==> config.mk <==
export PLATFORM = sky130hd
export DESIGN_NAME = etm_front_stage
export DESIGN_NICKNAME = d
export VERILOG_FILES = /design/src/design/etm_pkg.sv /design/src/design/etm_front_stage.sv
export SDC_FILE = /design/constraint.sdc
export NUM_CORES = 1
export LEC_CHECK = 0
export BUFFER_PORTS_ARGS = -buffer_cell sky130_fd_sc_hd__buf_2
export CAP_MARGIN = 25
export CORE_MARGIN = 2
export CORE_UTILIZATION = 40
export DETAILED_ROUTE_END_ITERATION = 7
export HOLD_SLACK_MARGIN = 0.06
export PLACE_DENSITY = 0.67
export SETUP_SLACK_MARGIN = 0.5
export SYNTH_ARGS = -nofsm -noshare
export SYNTH_HDL_FRONTEND = slang
export SYNTH_SLANG_ARGS = --single-unit
==> constraint.sdc <==
create_clock -name clk -period 4.1 [get_ports clk]
set_input_delay 0.205 -clock clk [delete_from_list [all_inputs] [get_ports clk]]
set_output_delay 0.205 -clock clk [all_outputs]
set_load 0.05 [all_outputs]
==> src/design/etm_pkg.sv <==
`default_nettype none
// ----------------------------------------------------------------------------
// etm_pkg
// Types, constants and helper functions shared by the transform matrix
// block and its pipeline stages.
// ----------------------------------------------------------------------------
package etm_pkg;

    localparam int ETM_CORDIC_STAGES = 16;
    localparam int MAX_ITERS         = 24;
    localparam int NUM_LANES         = 3;
    localparam int NUM_ROWS          = 3;

    localparam int ANG_W   = 16;
    localparam int SCALE_W = 16;
    localparam int SHIFT_W = 32;
    localparam int CORD_W  = 34;
    localparam int TRIG_W  = 32;
    localparam int ROT_W   = 33;
    localparam int DIV_BITS = 25;
    localparam int DEN_W   = 16;
    localparam int K_W     = 26;
    localparam int PROD_W  = ROT_W + K_W;
    localparam int OUT_W   = 32;

    localparam logic [1:0] OP_FULL   = 2'd0;
    localparam logic [1:0] OP_ROT    = 2'd1;
    localparam logic [1:0] OP_NORMAL = 2'd2;

    localparam logic [1:0] ROW_FIRST = 2'd0;
    localparam logic [1:0] ROW_LAST  = 2'd2;

    localparam int SHIFT_SCALED = 22;
    localparam int SHIFT_NORMAL = 30;

    localparam logic signed [CORD_W-1:0] CORDIC_X0 = 34'sd652032874;

    localparam logic [31:0] ATAN_TAB [MAX_ITERS] = '{
        32'h20000000, 32'h12E4051E, 32'h09FB385B, 32'h051111D4, 32'h028B0D43,
        32'h0145D7E1, 32'h00A2F61E, 32'h00517C55, 32'h0028BE53, 32'h00145F2F,
        32'h000A2F98, 32'h000517CC, 32'h00028BE6, 32'h000145F3, 32'h0000A2FA,
        32'h0000517D, 32'h000028BE, 32'h0000145F, 32'h00000A30, 32'h00000518,
        32'h0000028C, 32'h00000146, 32'h000000A3, 32'h00000051
    };

    typedef struct packed {
        logic [1:0]                 operation;
        logic signed [ANG_W-1:0]    angle_x;
        logic signed [ANG_W-1:0]    angle_y;
        logic signed [ANG_W-1:0]    angle_z;
        logic signed [SCALE_W-1:0]  scale_x;
        logic signed [SCALE_W-1:0]  scale_y;
        logic signed [SCALE_W-1:0]  scale_z;
        logic signed [SHIFT_W-1:0]  shift_x;
        logic signed [SHIFT_W-1:0]  shift_y;
        logic signed [SHIFT_W-1:0]  shift_z;
    } etm_request_t;

    typedef struct packed {
        logic [1:0]               row_index;
        logic signed [OUT_W-1:0]  col0;
        logic signed [OUT_W-1:0]  col1;
        logic signed [OUT_W-1:0]  col2;
        logic signed [OUT_W-1:0]  col3;
        logic                     div_error;
        logic                     last_row;
    } etm_result_t;

    // One lane of the front pipeline: a CORDIC rotation and a divider.
    typedef struct packed {
        logic signed [CORD_W-1:0] x;
        logic signed [CORD_W-1:0] y;
        logic signed [CORD_W-1:0] z;
        logic                     flip;
        logic [DEN_W-1:0]         rem;
        logic [DIV_BITS-1:0]      num;
        logic [DIV_BITS-1:0]      quo;
        logic [DEN_W-1:0]         den;
    } etm_lane_t;

    typedef struct packed {
        logic [1:0]                           op;
        logic signed [SHIFT_W-1:0]            shift_x;
        logic signed [SHIFT_W-1:0]            shift_y;
        logic signed [SHIFT_W-1:0]            shift_z;
        logic [NUM_LANES-1:0]                 neg;
        logic [NUM_LANES-1:0]                 zero;
        logic [NUM_LANES-1:0][SCALE_W-1:0]    scale;
    } etm_side_t;

    // Product of two Q30 values, floored back to Q30.
    function automatic logic signed [TRIG_W-1:0] mul30(
        input logic signed [TRIG_W-1:0] a,
        input logic signed [TRIG_W-1:0] b
    );
        logic signed [2*TRIG_W-1:0] p;
        p = a * b;
        return TRIG_W'(p >>> 30);
    endfunction

    function automatic logic signed [OUT_W-1:0] sat32(
        input logic signed [PROD_W:0] v
    );
        logic signed [PROD_W:0] hi;
        logic signed [PROD_W:0] lo;
        hi = (PROD_W+1)'(64'sh7FFFFFFF);
        lo = -hi - 1;
        if (v > hi)
            return {1'b0, {(OUT_W-1){1'b1}}};
        else if (v < lo)
            return {1'b1, {(OUT_W-1){1'b0}}};
        else
            return OUT_W'(v);
    endfunction

endpackage
`default_nettype wire

==> src/design/etm_front_stage.sv <==
`default_nettype none
// ----------------------------------------------------------------------------
// etm_front_stage
// One register stage of a front lane: one CORDIC micro-rotation (while the
// stage index is below the iteration count) and one restoring divide step.
// ----------------------------------------------------------------------------
module etm_front_stage
    import etm_pkg::*;
#(
    parameter int STAGE_IDX     = 0,
    parameter int CORDIC_STAGES = ETM_CORDIC_STAGES
)
(
    input  wire logic      clk,
    input  etm_lane_t      lane_in,
    output etm_lane_t      lane_out
);

    localparam bit DO_ROT   = (STAGE_IDX < CORDIC_STAGES) && (STAGE_IDX < MAX_ITERS);
    localparam int ATAN_IDX = (STAGE_IDX < MAX_ITERS) ? STAGE_IDX : 0;

    etm_lane_t lane_reg;
    etm_lane_t lane_next;

    always_comb
    begin
        logic signed [CORD_W-1:0] atan_v;
        logic [DEN_W:0]           rs;
        logic                     qbit;
        lane_next = lane_in;
        atan_v    = CORD_W'($signed({1'b0, ATAN_TAB[ATAN_IDX]}));
        if (DO_ROT)
        begin
            if (!lane_in.z[CORD_W-1])
            begin
                lane_next.x = lane_in.x - (lane_in.y >>> STAGE_IDX);
                lane_next.y = lane_in.y + (lane_in.x >>> STAGE_IDX);
                lane_next.z = lane_in.z - atan_v;
            end
            else
            begin
                lane_next.x = lane_in.x + (lane_in.y >>> STAGE_IDX);
                lane_next.y = lane_in.y - (lane_in.x >>> STAGE_IDX);
                lane_next.z = lane_in.z + atan_v;
            end
        end
        // The partial remainder stays below the divisor, so it fits DEN_W bits.
        rs = {lane_in.rem, lane_in.num[DIV_BITS-1]};
        if (rs >= {1'b0, lane_in.den})
        begin
            qbit          = 1'b1;
            lane_next.rem = DEN_W'(rs - {1'b0, lane_in.den});
        end
        else
        begin
            qbit          = 1'b0;
            lane_next.rem = rs[DEN_W-1:0];
        end
        lane_next.num = {lane_in.num[DIV_BITS-2:0], 1'b0};
        lane_next.quo = {lane_in.quo[DIV_BITS-2:0], qbit};
    end

    always_ff @(posedge clk)
    begin
        lane_reg <= lane_next;
    end

    assign lane_out = lane_reg;

endmodule
`default_nettype wire

# Word level (Yosys, flattened, before mapping)
# Index checks and enable logic that the tools add are counted.
# Widths: inputs -> output; s select.
[word_totals] register_bits=184 latch_bits=0 ramBits=0 rom_bits=0 inputBits=186 out_inout_bits=185 word_cells=18 memories=0
[classes] n_addsub=6 multipliers=0 n_div=0 magnitude_cmp=1 eq_ne=0 shifts=0 n_mux=3 n_bitwise=0 n_reduce_logical=0
[ops] operator="$mux 102" count=1
[ops] operator="$sub 34x34->34" count=2
[ops] operator="$add 34x31->34 const B" count=1
[ops] operator="$add 34x34->34" count=1
[ops] operator="$sub 34x31->34 const B" count=1
[ops] operator="$ge 17x16->1" count=1
[ops] operator="$mux 16" count=1
[ops] operator="$sub 16x16->16" count=1
[ops] operator="$mux 1" count=1

# Longest topological paths before layout
# Gate-level depths: netlist of the first run.
[logic_depth] depth_word=2 ltp_mapped=12 depth_no_buf=12

# Least setup slack after synthesis of the first run
# Ideal clock, no wire load.
[synth_timing] kind="input to register" from="in lane_in[1] (netlist bit)" to="reg lane_reg (netlist bit lane_out[69])" setup_ns=0.121 arrival_ns=2.775 t_required_ns=3.979 slack_ns=1.204 cell_stages=11 path_buffers=1 path_cell_list="inv_1 -> ha_1 -> nor2b_1 -> o31a_1 -> o221a_2 -> o41ai_2 -> o21ai_1 -> o211a_1 -> a2111oi_2 -> buf_4 -> mux2_2"
[synth_rtl] element="start: declaration" line="etm_front_stage.sv:15" source="input etm_lane_t lane_in,"
[synth_rtl] element="end signal: assignment" line="etm_front_stage.sv:65" source="lane_reg <= lane_next;"
[synth_rtl] element="end: declaration" line="etm_front_stage.sv:22" source="etm_lane_t lane_reg;"

==> results.md, run 1 <==
Run status:
- The flow ran to the end, and the final reports show no timing, DRC or antenna violations.

Finish:
- Counting the fill cells in the layout gives 2295.
- The utilization after layout is 56.3%.
- In the final layout, flip-flops and latches occupy 3660 µm².
- The post-route netlist has 25.8% of its cells at a drive strength greater than 1.
- After the last flow step, the layout net total stands at 1977.
- The number of flip-flops in the largest register is 183.
- The area growth from synthesis to layout is 37.6%.
- The multi-input combinational cells in the finished layout cover a total of 6040 µm².

Hold path:
- The number of cells on the worst hold path is 3.
- The worst hold-check path type is in2reg.

Timing:
- For this run, the top clock speed supported by timing is 299 MHz.
- Setup repair after global routing left no endpoint under its margin.
- The final-report max-slew violation count is 0.
- The worst pin sits at a relative slew slack of 42.7%.
- For the pin with the worst max-slew slack, the measured transition is 0.859 ns.
- The total count of hold-check failures in the final report was 0.
- The final critical delay including setup and external delays is 3.34 ns.
- The number of setup violations in the final report is 0.
- After layout, the worst path uses 81.5% of the clock period.
- Setup total negative slack on the finished layout was measured at 0 ns.

Power:
- The leakage power is 6.91 nW.
- The total power density per cell area is 440 nW/µm².
- The worst-case IR drop observed on VDD is 323 µV.

Global route:
- Global routing finished with a remaining overflow of 0.
- The peak-usage layer in the global routing report is met2.
- The number of antenna violations at the first check in global routing was 4.
- The total global-route track usage is 28.4%.
- The wire length of the first global-routing pass is 59000 µm.
- The maximum number of pins on one net before global-route repair is 75.
- The met3 capacity usage during global routing is 6.00%.
- For met2 alone, demand over resource in global routing was 47.0%.
- The met1 global-route usage is 34.1%.
- The number of global-route vias before repair is 10500.

Setup path:
- The critical path class is in2reg.
- The data required time of the critical path is 4.42 ns.
- The worst setup path is launched from an input port.
- The worst setup path is captured at a flip-flop.
- The largest fanout on the critical path is 10.
- STA puts the critical path data arrival time at 3.66 ns.

Die:
- The area of the die is 27200 µm².
- The floorplan step set the die width to 165 µm.
- From bottom edge to top edge, the die measures 165 µm.
- In this run the count of I/O pins placed on the die edge is 371.
- The area of the core is 25300 µm².
- The initial standard-cell utilization of the core is 40.9%.
- The number of rows in the core area is 58.

CTS:
- The number of clock buffers added by TritonCTS is 17.
- The clock tree from TritonCTS is built.
- The clock tree buffer depth is 2.
- Clock tree synthesis found a total of 183 sinks.
- The cell sitting at the root of the clock tree is a sky130_fd_sc_hd__clkbuf_16.
- The number of H-tree branching levels is 4.
- The number of gates resized after CTS was 0.
- The clock-pin slew on the worst setup and hold paths is 0.07 ns.

Drt:
- The via count is 10600.
- Dividing the detail-routed wire length by the instance count gives 19.8 µm.
- The detail route stage leaves a number of antenna-violating nets equal to 0.
- In the routed design, unresolved DRC markers number 0.
- The routed design has 39800 µm of wire.
- The via-per-instance ratio is 5.27.
- In this run, the number of DRC markers left after iteration 0 of detailed routing was 921.
- The detailed-router iteration count before antenna repair is 5.

Logic synthesis:
- Synthesis produced a netlist with a net count of 1512.
- During synthesis, Yosys emitted a total of 0 warnings.
- The most numerous cell in the Yosys netlist is sky130_fd_sc_hd__dfxtp_1.
- The cell area after synthesis is 10400 µm².
- Synthesis handed over a netlist of 1203 instances.
- The portion of synthesized cell area occupied by the leading cell type is 35.4%.
- The register bit count reported by yosys is 183.
- The most used flip-flop cell after synthesis is sky130_fd_sc_hd__dfxtp_1.
- Of all flip-flops after synthesis, the portion carrying an async set or reset was 0%.
- Summed over all instances, the cell type with the most area after synthesis is sky130_fd_sc_hd__dfxtp_1.
- The synthesized netlist contains 73 unique library cells.
- The commonest cells after synthesis are sky130_fd_sc_hd__dfxtp_1, sky130_fd_sc_hd__a21oi_1, sky130_fd_sc_hd__inv_1.
- The average cell area after synthesis is 8.61 µm².
- Counting flops with a built-in enable in the synthesized netlist gives 0.
- Ranked by total cell area, the synthesized netlist is headed by sky130_fd_sc_hd__dfxtp_1, sky130_fd_sc_hd__ha_1, sky130_fd_sc_hd__a21oi_1.
- The share of the Yosys chip area taken by registers is 35.4%.

Placement:
- The placed wire-length estimate is 29900 µm.
- The final weighted congestion of routability-driven global placement is 0.949.
- In this run the tool buffered the top-level ports with 368 buffer cells.

Job:
- Across the run, the number of max-cap violations was 0.
## where the power goes
part	switching, W	internal, W
clock	0.000861	0.000833
combinational	0.00177	0.000715
sequential	0.0000676	0.00203
total	0.00270	0.00357
## kinds of logic after synthesis
logic type | share of synthesized area (%)
and+or+nand+nor | 11.0
DFF | 35.4
muxes | 1.78
buffers and inverters | 6.51
adders and majority gates | 15.2
other | 0.0362
xor gates and xnor gates | 6.59
AOI/OAI and AO/OA | 23.5
## layout by cell type (no fill, tap or decap), types with 4 or more instances in the layout
master                          synthesis  routed
sky130_fd_sc_hd__fa_1                   5       5
sky130_fd_sc_hd__o21ai_0               86      86
sky130_fd_sc_hd__nor4_1                 5       5
sky130_fd_sc_hd__a211o_1                5       5
sky130_fd_sc_hd__nand3_1               15      15
sky130_fd_sc_hd__buf_2                  5     368
sky130_fd_sc_hd__a221oi_1               6       6
sky130_fd_sc_hd__inv_1                119     119
sky130_fd_sc_hd__o211ai_1              13      13
sky130_fd_sc_hd__nand2_1               61      61
sky130_fd_sc_hd__clkbuf_16              0      17
sky130_fd_sc_hd__xnor2_1               58      58
sky130_fd_sc_hd__clkinv_1               5       5
sky130_fd_sc_hd__o21bai_1              25      25
sky130_fd_sc_hd__a21o_1                23      23
sky130_fd_sc_hd__a21boi_0               5       5
sky130_fd_sc_hd__or3_1                  6       6
sky130_fd_sc_hd__nand2b_1              13      13
sky130_fd_sc_hd__a31oi_1               13      13
sky130_fd_sc_hd__a211oi_1              13      13
sky130_fd_sc_hd__clkinv_8               0       4
sky130_fd_sc_hd__nor2_1                88      88
sky130_fd_sc_hd__xor2_1                20      20
sky130_fd_sc_hd__buf_4                  4      14
sky130_fd_sc_hd__o31ai_1               12      12
sky130_fd_sc_hd__dlygate4sd3_1          0     111
sky130_fd_sc_hd__dfxtp_1              183     183
sky130_fd_sc_hd__nand4_1               11      11
sky130_fd_sc_hd__nor2b_1                9       9
sky130_fd_sc_hd__mux2i_1               15      15
sky130_fd_sc_hd__ha_1                 118     118
sky130_fd_sc_hd__nor3_1                22      22
sky130_fd_sc_hd__o21a_1                 7       7
sky130_fd_sc_hd__a21oi_1              128     128
## final timing paths
path / from / end / slack (ns)
setup / recovery: lane_in[1] / lane_out[69] / 0.76
hold / removal: lane_in[151] / lane_out[117] / 0.08
## stage by stage
stage	instance area (µm²)	worst slack (ns)	std cells	total power [W]	hold slack [ns]
6_report	14300	0.759	2014	0.00627	0.0783
5_1_grt	14300	0.576	2014	0.00653	0.0679
2_1_floorplan	10400	1.20	1203	0.00383	0.233
3_3_place_gp	12500	0.636	1865	0.00448	0.308
4_1_cts	14200	0.520	2008	0.00628	0.0624
3_5_place_dp	12500	0.604	1865	0.00449	0.309
## area by class of cell
class | instances | area share, %
antenna | 3 | 0.0527
clock buffer | 17 | 2.98
clock inverter | 15 | 1.26
inverter | 125 | 3.29
multi-input combinational | 848 | 42.3
sequential | 183 | 25.7
tap | 330 | 2.90
timing repair buffer | 493 | 21.5
## layer usage
layer / vias up / wire [µm] / part of all wire (%)
met5: - / 0 / 0
met1: 4938 / 16400 / 41
met2: 467 / 18400 / 46
met4: 0 / 2270 / 5.7
li1: 5110 / - / -
met3: 106 / 2750 / 6.9
## worst max-delay path: stages
cell and delay (ns):
sky130_fd_sc_hd__dlygate4sd3_1 0.53, sky130_fd_sc_hd__buf_2 0.15, sky130_fd_sc_hd__inv_1 0.05, sky130_fd_sc_hd__ha_1 0.30, sky130_fd_sc_hd__nor2b_1 0.15, sky130_fd_sc_hd__o31a_1 0.27
sky130_fd_sc_hd__o221a_2 0.27, sky130_fd_sc_hd__o41ai_2 0.32, sky130_fd_sc_hd__o21ai_1 0.26, sky130_fd_sc_hd__o211a_1 0.30, sky130_fd_sc_hd__a2111oi_4 0.26, sky130_fd_sc_hd__buf_4 0.23
sky130_fd_sc_hd__mux2_2 0.36
## repair_timing
item,in CTS,in global routing
hold buffers,111,0
setup buffers,0,3
setup endpoints to repair,0,17
endpoints found under the hold margin,110,0
Note: power is estimated with default switching activity, not from simulation.
==> run 2, diff against run 1 <==
- ABC_AREA: unset -> 1
- PLACE_DENSITY: 0.67 -> unset
- clock period: 4.1 -> 3.2 ns (I/O delays scaled with it)
==> run 2 against run 1 <==
  * Total power rose by 29%
  * Highest routed layer unchanged
  * Largest power group unchanged
  * Critical endpoint is now lane_out[183]
  * Non-clock buffer count fell by 6
  * Core utilization fell by 2.5 points
  * Cell area rose by 12%
  * Critical path depth rose by 2
==> results.md, run 2 <==
Drt:
- The final route contains 13600 vias.
- Before antenna repair, the detailed router went through 5 iterations.
- In the routed design, unresolved DRC markers number 0.
- The via-per-instance ratio is 5.02.
- The count of routing violations after the opening detailed-route iteration is 850.
- The sum of routed wire length over all layers is 48800 µm.
- The final antenna-violating net count is 0.
- The wire length per cell is 18.0 µm.

Die:
- The floorplan step defined a die boundary enclosing 31700 µm².
- The die is 178 µm wide.
- The I/O pin count is 371.
- Once the floorplan was initialized, standard cells occupied 40.8% of the core.
- The height of the die is 178 µm.
- The number of rows in the core area is 63.
- In this run the standard cell core region covers 29700 µm².

Global route:
- The number of antenna violations at the first check in global routing is 3.
- The number of global-route vias before repair is 13300.
- The wire length of the first global-routing pass is 72500 µm.
- Global routing finished with a remaining overflow of 0.
- The maximum number of pins on one net before global-route repair is 59.
- The total global-route track usage is 30.3%.

Logic synthesis:
- For this run, the leading register cell type out of synthesis is sky130_fd_sc_hd__dfxtp_1.
- The count of mapped cells out of synthesis is 1844.
- The synthesized design devotes to its leading area cell type 30.2% of total area.
- The post-synthesis net count is 2153.
- Yosys printed 0 warnings.
- Yosys mapped a number of flops with a built-in enable equal to 0.
- The cell area after synthesis is 12100 µm².
- Counting flops with an async set or reset pin after synthesis yields a share of 0%.
- sky130_fd_sc_hd__dfxtp_1 takes more of the synthesized area than any other cell.
- In the post-synthesis netlist, the biggest area contributors are sky130_fd_sc_hd__dfxtp_1, sky130_fd_sc_hd__nand2_1, sky130_fd_sc_hd__ha_1.
- The number of unique standard cell types used by synthesis is 45.
- After synthesis, the most frequently instantiated cells are sky130_fd_sc_hd__nand2_1, sky130_fd_sc_hd__inv_1, sky130_fd_sc_hd__dfxtp_1.
- The share of the Yosys chip area taken by registers is 30.2%.
- In this run, synthesis produced a sequential element count of 183.
- Averaged over all synthesized cells, the footprint is 6.57 µm².
- The most numerous cell in the Yosys netlist is sky130_fd_sc_hd__nand2_1.

CTS:
- The clock-pin slew on the worst setup and hold paths is 0.08 ns.
- The tree is rooted in a sky130_fd_sc_hd__clkbuf_16.
- The H-tree generated during clock tree synthesis spans 4 levels.
- TritonCTS built the clock tree.
- The clock tree buffer depth is 2.
- In this run, post-CTS repair resized a total of 0 instances.
- Counting every sink on the clock net gives 183.
- Clock tree synthesis inserted a total of 17 buffers.

Finish:
- The top cell types in the final layout, fill and taps aside, are sky130_fd_sc_hd__nand2_1, sky130_fd_sc_hd__buf_2, sky130_fd_sc_hd__inv_1.
- The register with the most flip-flops in the layout has 183 of them.
- Cells fill 53.8% of the core in the end.
- The most common cell after layout, fill and taps aside is sky130_fd_sc_hd__nand2_1.
- With fillers left out, the area of the finished cells amounts to 16000 µm².
- The final layout contains 2610 nets.
- The share of final-layout standard cells stronger than drive strength 1 is 18.9%.
- The area growth from synthesis to final layout is 32.0%.

Setup path:
- The family with the most delay on the worst path is simple AND/OR/NAND/NOR gates.
- The worst setup path is of the in2reg kind.
- Walking the worst path, the cells encountered are dlygate4sd3_1 > buf_2 > inv_1 > ha_1 > fa_1 > o21ai_1 > nand2_1 > nand2_1 > nand2_1 > nand2_1 > nand2_1 > nand2_1 > nand2_1 > nand3_1 > nand2_1.
- STA puts the critical path data required time at 3.56 ns.
- The kind of capture point of the worst setup path is a flip-flop.
- At the worst endpoint, the arrival time is 2.82 ns.
- Of all nets on the critical path, the largest fanout is 4.
- On the worst path, the slowest cell contributes a delay of 0.52 ns.
- The startpoint type of the worst setup path is an input port.
- The critical path contains buffers and inverters numbering 3 combined.
- The slowest library cell on the worst path is sky130_fd_sc_hd__dlygate4sd3_1.
- The start point of the critical path is lane_in[151].
- By instance count, the cell type seen most on the critical path is sky130_fd_sc_hd__nand2_1.

Power:
- VDD sags by at most 394 µV.
- In this run the static leakage power is 8.62 nW.
- The total power density per cell area is 506 nW/µm².

Placement:
- The placed wire-length estimate is 39000 µm.
- OpenSTA, run right after detailed placement, puts the worst setup slack at 0.822 ns.
- During placement, the flow inserted port buffers numbering 368.
- At the end of routability-driven placement, the weighted congestion stood at 0.959.
- The post-place instance area is 14200 µm².

Hold path:
- In this run the worst hold path is classified as in2reg.
- The hold path startpoint is lane_in[114].

Timing:
- Setup repair after global routing left no endpoint under its margin.
- The worst-margin pin slew is 0.706 ns.
- Based on the critical path, the design can be clocked at up to 406 MHz.
- The total count of hold-check failures in the final report is 0.
- The final-report max-slew violation count is 0.
- The number of setup violations in the final report is 0.
- Hold timing on the final database bottoms out at a slack of 0.120 ns.
- Dividing the final minimum period by the clock period gives 76.9%.
- The worst pin sits at a relative slew slack of 52.9%.
- The post-layout worst setup margin is 0.739 ns.
- The sum of negative setup slack is 0 ns.
- For the finished layout, the period the worst path requires is 2.46 ns.

Job:
- The count of maximum capacitance violations is 0.

Run status:
- The run finished with clean final reports.
-- run 2: changes by cell type in the layout (fill, tap and decap cells not counted), sizes merged, moves of 12 or more --
cell	change
mux2i	-14
nand3	+156
a211oi	-15
inv	+156
nand2b	-12
xnor2	-49
nor2	+56
a21o	-14
o21ai	+20
xor2	+12
nand2	+470
o31ai	-12
-- run 2: per-layer routing --
| metal | vias up | wire length (µm) | GRT usage (%) |
|---|---|---|---|
| li1 | 6757 | - | - |
| met1 | 6209 | 20400 | 36.8 |
| met2 | 513 | 22800 | 51.2 |
| met3 | 102 | 3380 | 5.41 |
| met4 | 0 | 2230 | 15.2 |
| met5 | - | 0 | 0 |
-- run 2: layout make-up --
| cell class | instances | area, µm² |
|---|---|---|
| Timing Repair Buffer | 487 | 3030 |
| Inverter | 276 | 1040 |
| Clock buffer | 17 | 425 |
| Antenna cell | 4 | 10.0 |
| Fill cell | 2882 | 13700 |
| Clock inverter | 15 | 198 |
| Multi-Input combinational cell | 1336 | 7140 |
| Sequential cell | 183 | 3660 |
| Tap cell | 390 | 488 |
-- run 2: where the power goes --
| group | switching, W | internal, W |
|---|---|---|
| Combinational | 0.00237 | 0.000876 |
| Sequential | 0.0000690 | 0.00255 |
| Clock | 0.00110 | 0.00113 |
-- run 2: per-stage QoR --
stage          cells  power, W
3_3_place_gp    2556   0.00574
4_1_cts         2704   0.00812
5_1_grt         2707   0.00850
3_5_place_dp    2556   0.00575
6_report        2708   0.00810
2_1_floorplan   1844   0.00486
-- run 2: repair_timing --
action                    in CTS  in global routing
hold endpoints to repair     116                  0
hold buffers                 116                  0
buffers inserted               0                  0
-- run 2: cell families after synthesis --
logic type                 Yosys count  synth area share [%]
adders and majority gates          123                  13.0
xor gates and xnor gates            41                  2.96
muxes                                1                0.0826
and+or+nand+nor                    896                  30.7
AOI/OAI and AO/OA                  274                  12.2
buffers and inverters              325                  10.8
other                                1                0.0310
DFF                                183                  30.2
-- run 2: path summary, 6_finish.rpt --
path | to | slack (ns) | depth (start not counted)
min | lane_out[114] | 0.12 | 3
max | lane_out[183] | 0.74 | 15
